`config.mk`:
```
export PLATFORM = sky130hd
export DESIGN_NAME = blib_cfg
export DESIGN_NICKNAME = d
export VERILOG_FILES = /design/src/hw/rtl/bound_list_box_intersect_defines.svh /design/src/hw/rtl/blib_pkg.sv /design/src/hw/rtl/blib_cfg.sv
export SDC_FILE = /design/constraint.sdc
export NUM_CORES = 1
export LEC_CHECK = 0
export BUFFER_PORTS_ARGS = -buffer_cell sky130_fd_sc_hd__buf_2
export CAP_MARGIN = 10
export CORE_ASPECT_RATIO = 2
export CORE_MARGIN = 2
export CORE_UTILIZATION = 43
export CTS_CLUSTER_SIZE = 28
export DETAILED_ROUTE_END_ITERATION = 16
export PLACE_DENSITY = 0.73
export SYNTH_ARGS = -nofsm -noshare
export SYNTH_HDL_FRONTEND = slang
export SYNTH_SLANG_ARGS = --single-unit
```
`constraint.sdc`:
```
create_clock -name clk -period 0.8 [get_ports clk]
set_clock_uncertainty 0.15 [all_clocks]
set_input_delay 0.04 -clock clk [delete_from_list [all_inputs] [get_ports clk]]
set_output_delay 0.04 -clock clk [all_outputs]
set_load 0.02 [all_outputs]
```
`src/hw/rtl/bound_list_box_intersect_defines.svh`:
```
// Assertion macros for the bound list intersect block.
// No dependencies; included by the files that carry assertions.
`ifndef BOUND_LIST_BOX_INTERSECT_DEFINES_SVH
`define BOUND_LIST_BOX_INTERSECT_DEFINES_SVH

// same-cycle implication, disabled during reset
`define BLIB_ASSERT_IMPL(label, clk, rst_n, ante, cons, msg) \
    label: assert property (@(posedge clk) disable iff (!rst_n) (ante) |-> (cons)) \
        else $error(msg);

// next-cycle implication, disabled during reset
`define BLIB_ASSERT_NEXT(label, clk, rst_n, ante, cons, msg) \
    label: assert property (@(posedge clk) disable iff (!rst_n) (ante) |=> (cons)) \
        else $error(msg);

`endif

```
`src/hw/rtl/blib_pkg.sv`:
```
// Shared types and constants for the bound list intersect block.
// No dependencies.
package blib_pkg;

    localparam int COORD_WIDTH_DEFAULT = 32;
    localparam int KIND_WIDTH          = 2;
    localparam int CFG_IDX_WIDTH       = 3;

    // bound kind codes, shared by the element and the query
    localparam logic [KIND_WIDTH-1:0] KIND_BOX  = 2'd0;
    localparam logic [KIND_WIDTH-1:0] KIND_SEG  = 2'd1;
    localparam logic [KIND_WIDTH-1:0] KIND_DIAG = 2'd2;

    // configuration register indexes
    typedef enum logic [CFG_IDX_WIDTH-1:0] {
        REG_QUERY_KIND = 3'd0,
        REG_QUERY_C0   = 3'd1,
        REG_QUERY_C1   = 3'd2,
        REG_QUERY_C2   = 3'd3,
        REG_QUERY_C3   = 3'd4
    } cfg_reg_t;

    // which test a pairing needs
    typedef enum logic [1:0] {
        MODE_MISS = 2'd0,
        MODE_BOX  = 2'd1,
        MODE_DIAG = 2'd2
    } test_mode_t;

endpackage

```
`src/hw/rtl/blib_cfg.sv`:
```
// Query configuration registers.
// Depends on blib_pkg.
module blib_cfg #(
    parameter int COORD_WIDTH = blib_pkg::COORD_WIDTH_DEFAULT
) (
    input  logic                                 clk,
    input  logic                                 rst_n,
    input  logic                                 cfg_we,
    input  logic [blib_pkg::CFG_IDX_WIDTH-1:0]   cfg_index,
    input  logic [COORD_WIDTH-1:0]               cfg_data,
    output logic [blib_pkg::KIND_WIDTH-1:0]      query_kind,
    output logic signed [COORD_WIDTH-1:0]        query_c [4]
);
    import blib_pkg::*;

    logic [KIND_WIDTH-1:0]         kind_reg;
    logic signed [COORD_WIDTH-1:0] coord_reg [4];

    always_ff @(posedge clk or negedge rst_n)
    begin
        if (!rst_n)
        begin
            kind_reg <= KIND_BOX;
            for (int i = 0; i < 4; i++)
            begin
                coord_reg[i] <= '0;
            end
        end
        else if (cfg_we)
        begin
            case (cfg_index)
                REG_QUERY_KIND: kind_reg     <= cfg_data[KIND_WIDTH-1:0];
                REG_QUERY_C0:   coord_reg[0] <= cfg_data;
                REG_QUERY_C1:   coord_reg[1] <= cfg_data;
                REG_QUERY_C2:   coord_reg[2] <= cfg_data;
                REG_QUERY_C3:   coord_reg[3] <= cfg_data;
                default:        ; // unused index: ignored
            endcase
        end
    end

    assign query_kind = kind_reg;
    assign query_c    = coord_reg;

endmodule

```
* Word level (Yosys, flattened, before mapping)
Index checks and enable logic that the tools add are counted.
Operators by class: eq/ne operators 4, reductions and logical operators 6
Operators by type and width (number):
- AND reduction 2 bit | 5
- == test 3 x 2 -> 1 bit, second input constant | 2
- == test 3 x 1 -> 1 bit, second input constant | 1
- == test 3 bit, second input constant | 1
- logical NOT 3 bit | 1
Storage, ports and cells: register bits after elaboration 130, input bits 38, output and inout bits 130, logic and storage cells 15

* Depth between registers and ports, before layout
Gate-level depths: netlist of the first run.
depth in word-level cells 2, depth in mapped cells 4

* Least setup slack after synthesis of the first run
OpenSTA, ideal clock, no wires.
path type input to register, start input cfg_index[0] (netlist bit), end register coord_reg (netlist bit query_c[10]), library setup time 0.127 ns, arrival 0.916 ns, path slack -0.393 ns, cell stages on the path 4, path buffers 2, path through nor4bb_1 > buf_4 > buf_8 > mux2_1
On the way: longest elaborated chain between the ends 2
RTL lines:
- start, declared | line blib_cfg.sv:9 | input logic [blib_pkg::CFG_IDX_WIDTH-1:0] cfg_index,
- == test 3 bit | line blib_cfg.sv:31 | case (cfg_index)
- AND reduction 2 bit (no source line)
- end, declared | line blib_cfg.sv:17 | logic signed [COORD_WIDTH-1:0] coord_reg [4];
No other way between the ends. A chain may end at the register's enable or synchronous reset.

* Worst setup path in the final report of the first run
start register coord_reg (netlist bit query_c[11]), end output query_c[11] (netlist bit)
RTL lines:
- end, declared | line blib_cfg.sv:12 | output logic signed [COORD_WIDTH-1:0] query_c [4]
No word-level cell between the ends.

==> out/results.ini, run 1 <==
[yosys]
syn_avg_cell_area_um2=17.7
yosysWarnings=0
synth_top_area_cell=dfrtp_1
seq_area_frac_synth_pct=65.7
synthesis.instances=280
synth.distinct_cells=12
syn_nets=318
synth_top_area_share_pct=65.7
ys_top_cells_by_area=dfrtp_1, mux2_2, mux2_1
synthesis.area_um2=4950
ys_ff_latch=130

[critical_path]
r2r_cells=2
critical_path.startpoint_type=register
crit_type=register to output pin
required_ns=0.61
cp-end-kind=output pin
r2r_start=query_c[11]
crit_arrival_ns=1.12
worstPathMaxFanout=2
r2r-end=query_c[11]
rrSetupSlack_ns=-0.30

[place]
globalplace.congestion=0.775
place_area_um2=6630
hpwl_mm=8.80
portBuffers=167
dp.cells=634

[layout]
stdcell_area_um2=9610
drive_gt1_share_pct=78.7
area_growth_pct=94.0
diodes=0
final_cells=763
nNetsFinal=647

[global_routing]
grt_pass1_vias=4352
grt_pass1_wl_mm=25.0
grt_max_degree=58
grt_usage_pct=27.7
gr-total-overflow=0
grt_antenna_before_repair=0

[routing]
drcViolationCount=0
firstDrtPassIters=4
via_count=3918
wirelength_mm=18.5
drt-vias-per-instance=5.13
ant_nets=0
drtIter0Drc=141
routedWlPerCell_um=24.2

[worst_hold_path]
min_path_type=primary input to register
hold_depth=2
hold_start=cfg_data[26]
hold_end=query_c[90]

[floorplanning]
die-area_um2=12400
core_um2=11300
fp-row-count=55
die_w_um=79.9
ios=168
die_h_um=156
start_util_pct=43.9

[sta]
hold_ws_ns=-0.246
postLayoutSetupSlackWorst_ns=-0.506
timing.final.max_slew_violations=0
relSlewSlack_pct=58.7
tns_ns=-101.62
rsz0062_at_grt=true
hold_viol=134
worstMarginPinSlew_ns=0.617
fin_crit_sh_pct=163
setup_viol_count_final=382
fmax_ghz=0.766
post-route-min-period_ns=1.31

[outcome]
status=finished with violations
violations=negative hold slack, negative setup slack

[power]
vdd_ir_drop_max_mv=2.09
p_total_mw=29.2
total_leakage_power_nw=4.78
p_per_area_nw_per_um2=3040

[clock_network]
clkSinkCount=130
cts_tree=done
cts_htree_levels=4
ctsRootBufferMaster=clkbuf_16
cts_max_path_buffers=2
cts_buffers=17
clk_pin_slew_ns=0.06
insertion_delay_ns=0.42

[flow_run]
cap_violations=0

[critical path, stage by stage (launching register included)]
cell and delay [ns]:
dfrtp_1 0.43, buf_6 0.14, buf_6 0.12
[worst max path at each step]
stage / startpoint / endpoint / slack (ns) / cells after the start
floorplan: cfg_index[0] / query_c[10] / -0.39 / 4
global placement: cfg_index[0] / query_c[31] / -0.62 / 4
detailed placement: cfg_index[0] / query_c[14] / -0.66 / 4
CTS: query_c[110] / query_c[110] / -0.46 / 2
global route: query_c[11] / query_c[11] / -0.52 / 2
finish: query_c[11] / query_c[11] / -0.51 / 2
[logic make-up (layout without fill, tap and decap cells)]
family	after synthesis	after routing	synth area share (%)
simple gates	5	5	1.06
mux	130	130	30.3
flops	130	130	65.7
buf+inv	15	356	2.93
[where the power goes]
| group | internal [mW] | total, mW | switching [mW] |
|---|---|---|---|
| logic | 7.10 | 11.4 | 4.26 |
| registers | 8.05 | 9.44 | 1.39 |
| clock network | 5.44 | 8.37 | 2.93 |
| total | 20.6 | 29.2 | 8.59 |
[what timing repair did]
action,4_1_cts,5_1_grt
setup endpoints to repair,260,382
hold buffers,1,1
buffers inserted,50,49
cloned,3,3
pin swaps,2,0
resized for setup,387,58
hold endpoints to repair,260,260
[synth_stat cells]
library cell / number
and4bb_1: 2
mux2_1: 34
buf_4: 1
mux2_4: 10
dfrtp_1: 130
nand4b_1: 1
nor4bb_1: 1
mux2_2: 86
buf_2: 5
buf_6: 6
buf_8: 3
nor4b_1: 1
[layout make-up]
| cell class | count | area (µm²) |
|---|---|---|
| fillers | 483 | 1680 |
| clock inverters | 9 | 154 |
| well taps | 142 | 178 |
| multi-input cells | 135 | 2020 |
| flip-flops and latches | 130 | 3260 |
| repair buffers | 325 | 3520 |
| clock buffers | 22 | 474 |
[layout by cell type, fill, tap and decap left out, drive strengths merged]
| cell type | n |
|---|---|
| bufinv | 4 |
| nand4b | 1 |
| and4bb | 2 |
| mux2 | 130 |
| nor4b | 1 |
| clkbuf | 25 |
| clkinvlp | 2 |
| buf | 321 |
| clkinv | 3 |
| dlygate4sd3 | 1 |
| dfrtp | 130 |
| nor4bb | 1 |
[metal layers]
layer / share of wire (%) / track usage (%) / vias to the layer above
met5: 0 / 0 / -
met4: 3.8 / 11.2 / 0
met3: 4.4 / 6.31 / 43
met2: 58 / 52.2 / 180
met1: 34 / 28.6 / 2041
li1: - / - / 1654
[registers in the layout (all words and copies together), names as in the netlist]
signal,count
query_c,128
query_kind,2
[per-stage QoR]
| stage | hold slack, ns | setup WS (ns) | util (%) |
|---|---|---|---|
| 3_3_place_gp | -0.259 | -0.615 | 58.8 |
| 4_1_cts | -0.256 | -0.458 | 79.9 |
| 6_report | -0.246 | -0.506 | 85.1 |
| 5_1_grt | -0.251 | -0.515 | 85.1 |
| 2_1_floorplan | -0.406 | -0.393 | - |
| 3_5_place_dp | -0.259 | -0.662 | 58.8 |
Note: power is estimated with default switching activity, not from simulation.
==> inputs of run 2 (changes only) <==
- PLACE_DENSITY: 0.73 -> 0.7
- clock period: 0.8 -> 1.4 ns (I/O delays scaled with it)
==> out/results.ini, run 2 (synthesis results as in run 1) <==
[global_routing]
grt.met1_usage_pct=22.1  ; -6.5 points
grt_antenna_before_repair=0  ; unchanged
grt_busiest_layer=met2
grt_pass1_wl_mm=18.5  ; -26%
met3_usage_pct=4.51  ; -1.8 points
grt_usage_pct=20.0  ; -7.7 points
grt_pass1_vias=3417  ; -21%
gr-total-overflow=0  ; unchanged
use_met2_pct=34.6  ; -18 points
grt_max_degree=70  ; +21%

[layout]
diodes=0  ; unchanged
largest_reg_flops=128  ; unchanged
multi_input_area_um2=1570  ; -22%
layout_commonest_cell=buf_2
area_growth_pct=41.9
regArea_um2=3250  ; about the same
nFillCells=877  ; +82%
final_cell_mix=buf_2, dfrtp_1, mux2_2
drive_gt1_share_pct=60.8  ; -18 points
nNetsFinal=535  ; -17%

[routing]
via_count=3199  ; -18%
drcViolationCount=0  ; unchanged
routedWlPerCell_um=18.0  ; -26%
drtIter0Drc=121  ; -14%
ant_nets=0  ; unchanged
wirelength_mm=11.7  ; -36%
firstDrtPassIters=3  ; -1
drt-vias-per-instance=4.91  ; -4.5%

[outcome]
status=finished clean

[clock_network]
cts_tree=done
cts_setup_buffers=0  ; -100%
cts_max_path_buffers=2  ; unchanged
cts_buffers=17  ; unchanged
ctsRootBufferMaster=clkbuf_16
clkSinkCount=130  ; unchanged
insertion_delay_ns=0.40  ; -0.02 ns
postCtsResizedCells=0  ; -100%
clk_pin_slew_ns=0.06  ; about the same
postCtsHoldBufs=33  ; +32
cts_htree_levels=4  ; unchanged

[sta]
hold_viol=0  ; -100%
rsz0062_at_grt=false
worstMarginPinSlew_ns=0.357  ; -0.261 ns
fmax_ghz=0.842
fin_crit_sh_pct=84.8
setup_viol_count_final=0  ; -100%
post-route-min-period_ns=1.19
relSlewSlack_pct=75.9  ; +17 points
timing.final.max_slew_violations=0  ; unchanged
hold_ws_ns=0.0664  ; +0.313 ns

[critical_path]
rrSetupSlack_ns=0.44  ; +0.74 ns
critical_path.startpoint_type=register
required_ns=1.18  ; +0.57 ns
crit_buf_inv=1  ; -1
critPathMaxStageDelay_ns=0.40  ; -0.03 ns
path_cells=buf_2
crit_type=register to output pin
r2r_start=query_c[18]
crit_arrival_ns=0.97  ; -0.15 ns
worstPathMaxFanout=2  ; unchanged
cp-end-kind=output pin
crit_family=flip-flops
r2r-end=query_c[18]
r2r_cells=1  ; -1
crit_start=query_c[116]
slowest_stage=dfrtp_1

[power]
p_per_area_nw_per_um2=1870  ; -38%
p_total_mw=13.2  ; -55%
vdd_ir_drop_max_mv=1.10  ; -47%
total_leakage_power_nw=3.39  ; -29%

[floorplanning]
die-area_um2=12400  ; unchanged
fp-row-count=55  ; unchanged
start_util_pct=43.9  ; unchanged
ios=168  ; unchanged
core_um2=11300  ; unchanged
die_h_um=156  ; unchanged
die_w_um=79.9  ; unchanged

[flow_run]
cap_violations=0  ; unchanged

[place]
globalplace.congestion=0.774  ; about the same
portBuffers=167  ; unchanged
hpwl_mm=8.01  ; -9.0%

[worst_hold_path]
min_path_type=primary input to asynchronous set/reset pin

==> run 2: worst max-delay path by stage <==
| stage | to | slack (ns) | depth (start not counted) |
|---|---|---|---|
| 3_5_place_dp | query_kind[1] | -0.09 | 5 |
| 6_report | query_c[116] | 0.21 | 1 |
| 3_3_place_gp | query_kind[1] | -0.08 | 5 |
| 4_1_cts | query_c[112] | 0.19 | 1 |
| 5_1_grt | query_c[13] | 0.18 | 1 |
| 2_1_floorplan | query_c[10] | 0.18 | 4 |
==> run 2: final cells by class <==
type | instances | area share [%]
clock buffer | 19 | 6.30
multi-input combinational | 135 | 22.3
timing repair buffer | 213 | 19.3
clock inverter | 13 | 3.31
tap | 142 | 2.53
sequential | 130 | 46.3
==> run 2: layer usage <==
metal / up-vias / share of wire (%)
met5: - / 0
li1: 1431 / -
met1: 1632 / 36
met3: 28 / 4.2
met2: 108 / 56
met4: 0 / 4.1
==> run 2: where the power goes <==
part | switching [mW] | internal [mW]
Sequential | 0.410 | 4.59
Combinational | 1.87 | 1.30
Clock | 1.62 | 3.39
Total | 3.90 | 9.28
==> run 2: per-stage QoR <==
step	instances	area (µm²)	TNS (ns)	setup WS (ns)	util (%)
3_5_place_dp	587	6020	-2.45	-0.0890	53.4
3_3_place_gp	587	6020	-0.884	-0.0803	53.4
5_1_grt	652	7030	0	0.176	62.3
6_report	652	7030	0	0.212	62.3
2_1_floorplan	280	4950	0	0.177	-
4_1_cts	652	7030	0	0.193	62.3
==> inputs of run 3 (changes only) <==
- PLACE_DENSITY: 0.7 -> 0.73
- clock period: 1.4 -> 1 ns (I/O delays scaled with it)
==> out/results.ini, run 3 (synthesis results as in run 1) <==
[routing]
firstDrtPassIters=4  ; +1
routedWlPerCell_um=22.9  ; +27%
via_count=3745  ; +17%
wirelength_mm=16.7  ; +42%
wl_met1_mm=5.91  ; +41%
dr_wl_met2_mm=9.40  ; +43%
drcViolationCount=0  ; unchanged
routed.top_layer=met4
ant_nets=0  ; unchanged
drtIter0Drc=137  ; +13%
drt-vias-per-instance=5.15  ; +5.0%
wl_met3_um=698  ; +42%

[sta]
fmax_ghz=0.827
fin_crit_sh_pct=121
timing.final.max_slew_violations=0  ; unchanged
hold_viol=13  ; +13
tns_ns=-23.49  ; -23.49 ns
relSlewSlack_pct=80.9  ; +5.0 points
hold_ws_ns=-0.0898  ; -0.156 ns
worstMarginPinSlew_ns=0.287  ; -0.0700 ns
rsz0062_at_grt=true
postLayoutSetupSlackWorst_ns=-0.209  ; -0.421 ns
post-route-min-period_ns=1.21
setup_viol_count_final=199  ; +199

[global_routing]
grt_antenna_before_repair=0  ; unchanged
grt_usage_pct=25.9  ; +5.8 points
grt_pass1_wl_mm=23.7  ; +28%
gr-total-overflow=0  ; unchanged
grt_max_degree=33  ; -53%
grt_pass1_vias=4139  ; +21%

[critical_path]
required_ns=0.80  ; -0.38 ns
cp-end-kind=output pin
critical_path.startpoint_type=register
r2r_cells=2  ; +1
r2r_start=query_c[105]
worstPathMaxFanout=2  ; unchanged
path_cells=buf_6
crit_arrival_ns=1.01  ; +0.04 ns
slowest_stage=dfrtp_1
crit_family=flip-flops
crit_type=register to output pin
critPathMaxStageDelay_ns=0.43  ; +0.03 ns
cp.depth=1  ; unchanged
crit_start=query_c[105]
crit_buf_inv=1  ; unchanged

[clock_network]
ctsRootBufferMaster=clkbuf_16
insertion_delay_ns=0.41  ; about the same
cts_htree_levels=4  ; unchanged
clk_pin_slew_ns=0.06  ; about the same
cts_buffers=17  ; unchanged
clkSinkCount=130  ; unchanged
postCtsHoldBufs=33  ; unchanged
cts_max_path_buffers=2  ; unchanged
cts_tree=done

[flow_run]
cap_violations=0  ; unchanged

[layout]
area_growth_pct=79.9
final_cells=727  ; +12%
final_cell_mix=buf_6, dfrtp_1, mux2_4
diodes=0  ; unchanged
nNetsFinal=612  ; +14%
nFillCells=566  ; -35%
layout_commonest_cell=buf_6
largest_reg_flops=128  ; unchanged
drive_gt1_share_pct=71.6  ; +11 points

[place]
hpwl_mm=8.33  ; +4.0%
pre_cts_slack_ns=-0.451  ; -0.362 ns
dp.cells=591  ; +0.68%
globalplace.congestion=0.759  ; -2.0%
portBuffers=167  ; unchanged

[floorplanning]
ios=168  ; unchanged
die-area_um2=12400  ; unchanged
fp-row-count=55  ; unchanged
start_util_pct=43.9  ; unchanged
core_um2=11300  ; unchanged
die_h_um=156  ; unchanged
die_w_um=79.9  ; unchanged

[power]
p_total_mw=21.2  ; +61%
switching_share_pct=30.3  ; +0.76 points
seqPwrFrac_pct=35.4  ; -2.5 points
clkPwrFrac_pct=28.1  ; -9.9 points
power_frac_comb_pct=36.5  ; +13 points
total_leakage_power_nw=4.31  ; +27%
p_per_area_nw_per_um2=2380  ; +27%
internal_power_mw=14.8  ; +59%
vdd_ir_drop_max_mv=1.60  ; +45%
net-switching-power_mw=6.43  ; +65%

[outcome]
violations=negative hold slack, negative setup slack
status=finished with violations

[worst_hold_path]
min_path_type=primary input to asynchronous set/reset pin

## run 3: changes by cell type in the layout (fill, tap and decap cells not counted), moves of 2 or more
cell,previous run,this run
buf_6,0,171
buf_2,166,33
mux2_4,10,100
mux2_2,86,30
mux2_1,34,0
buf_4,7,38
buf_12,7,11
bufinv_16,6,2
clkinv_4,4,0
buf_8,0,2
clkinv_2,2,4
clkinvlp_4,1,3
## run 3: final timing paths
| path | end | slack (ns) |
|---|---|---|
| min in group clk | query_kind[1] | -0.02 |
| max in group asynchronous | query_c[35] | 0.27 |
| max | query_c[105] | -0.21 |
| min | query_c[71] | -0.09 |
| min reg2reg | query_kind[1] | 0.38 |
| max reg2reg | query_c[105] | -0.12 |
## run 3: stage by stage
stage,area [µm²],utilization [%]
2_1_floorplan,5220,-
3_3_place_gp,6300,55.8
3_5_place_dp,6300,55.8
4_1_cts,8550,75.7
5_1_grt,8910,79.0
6_report,8910,79.0
## run 3: cell type report
class,instances,area [µm²],share of cell area (%)
clock buffers,20,447,5.01
flip-flops and latches,130,3250,36.5
well taps,142,178,1.99
repair buffers,290,3010,33.8
multi-input cells,135,1910,21.5
clock inverters,10,111,1.25
## run 3: power by group through the flow
stage          clock, mW  sequential (mW)  combinational (mW)
6_report            5.97             7.50                7.73
4_1_cts             6.00             7.31                6.96
3_3_place_gp           0             7.09                4.56
3_5_place_dp           0             7.13                4.67
5_1_grt             6.25             7.60                8.02
2_1_floorplan          0             8.53                1.38
## run 3: repair_timing
action,CTS,global route
resized for setup,292,60
endpoints found under the setup margin,157,205
gates cloned,2,1
buffers inserted,51,21
endpoints found under the hold margin,260,13
pin swaps,1,1
## run 3: layer usage
layer,track usage (%),vias to the layer above
li1,-,1574
met5,0,-
met2,45.7,163
met3,5.84,46
met1,29.2,1962
met4,11.5,0
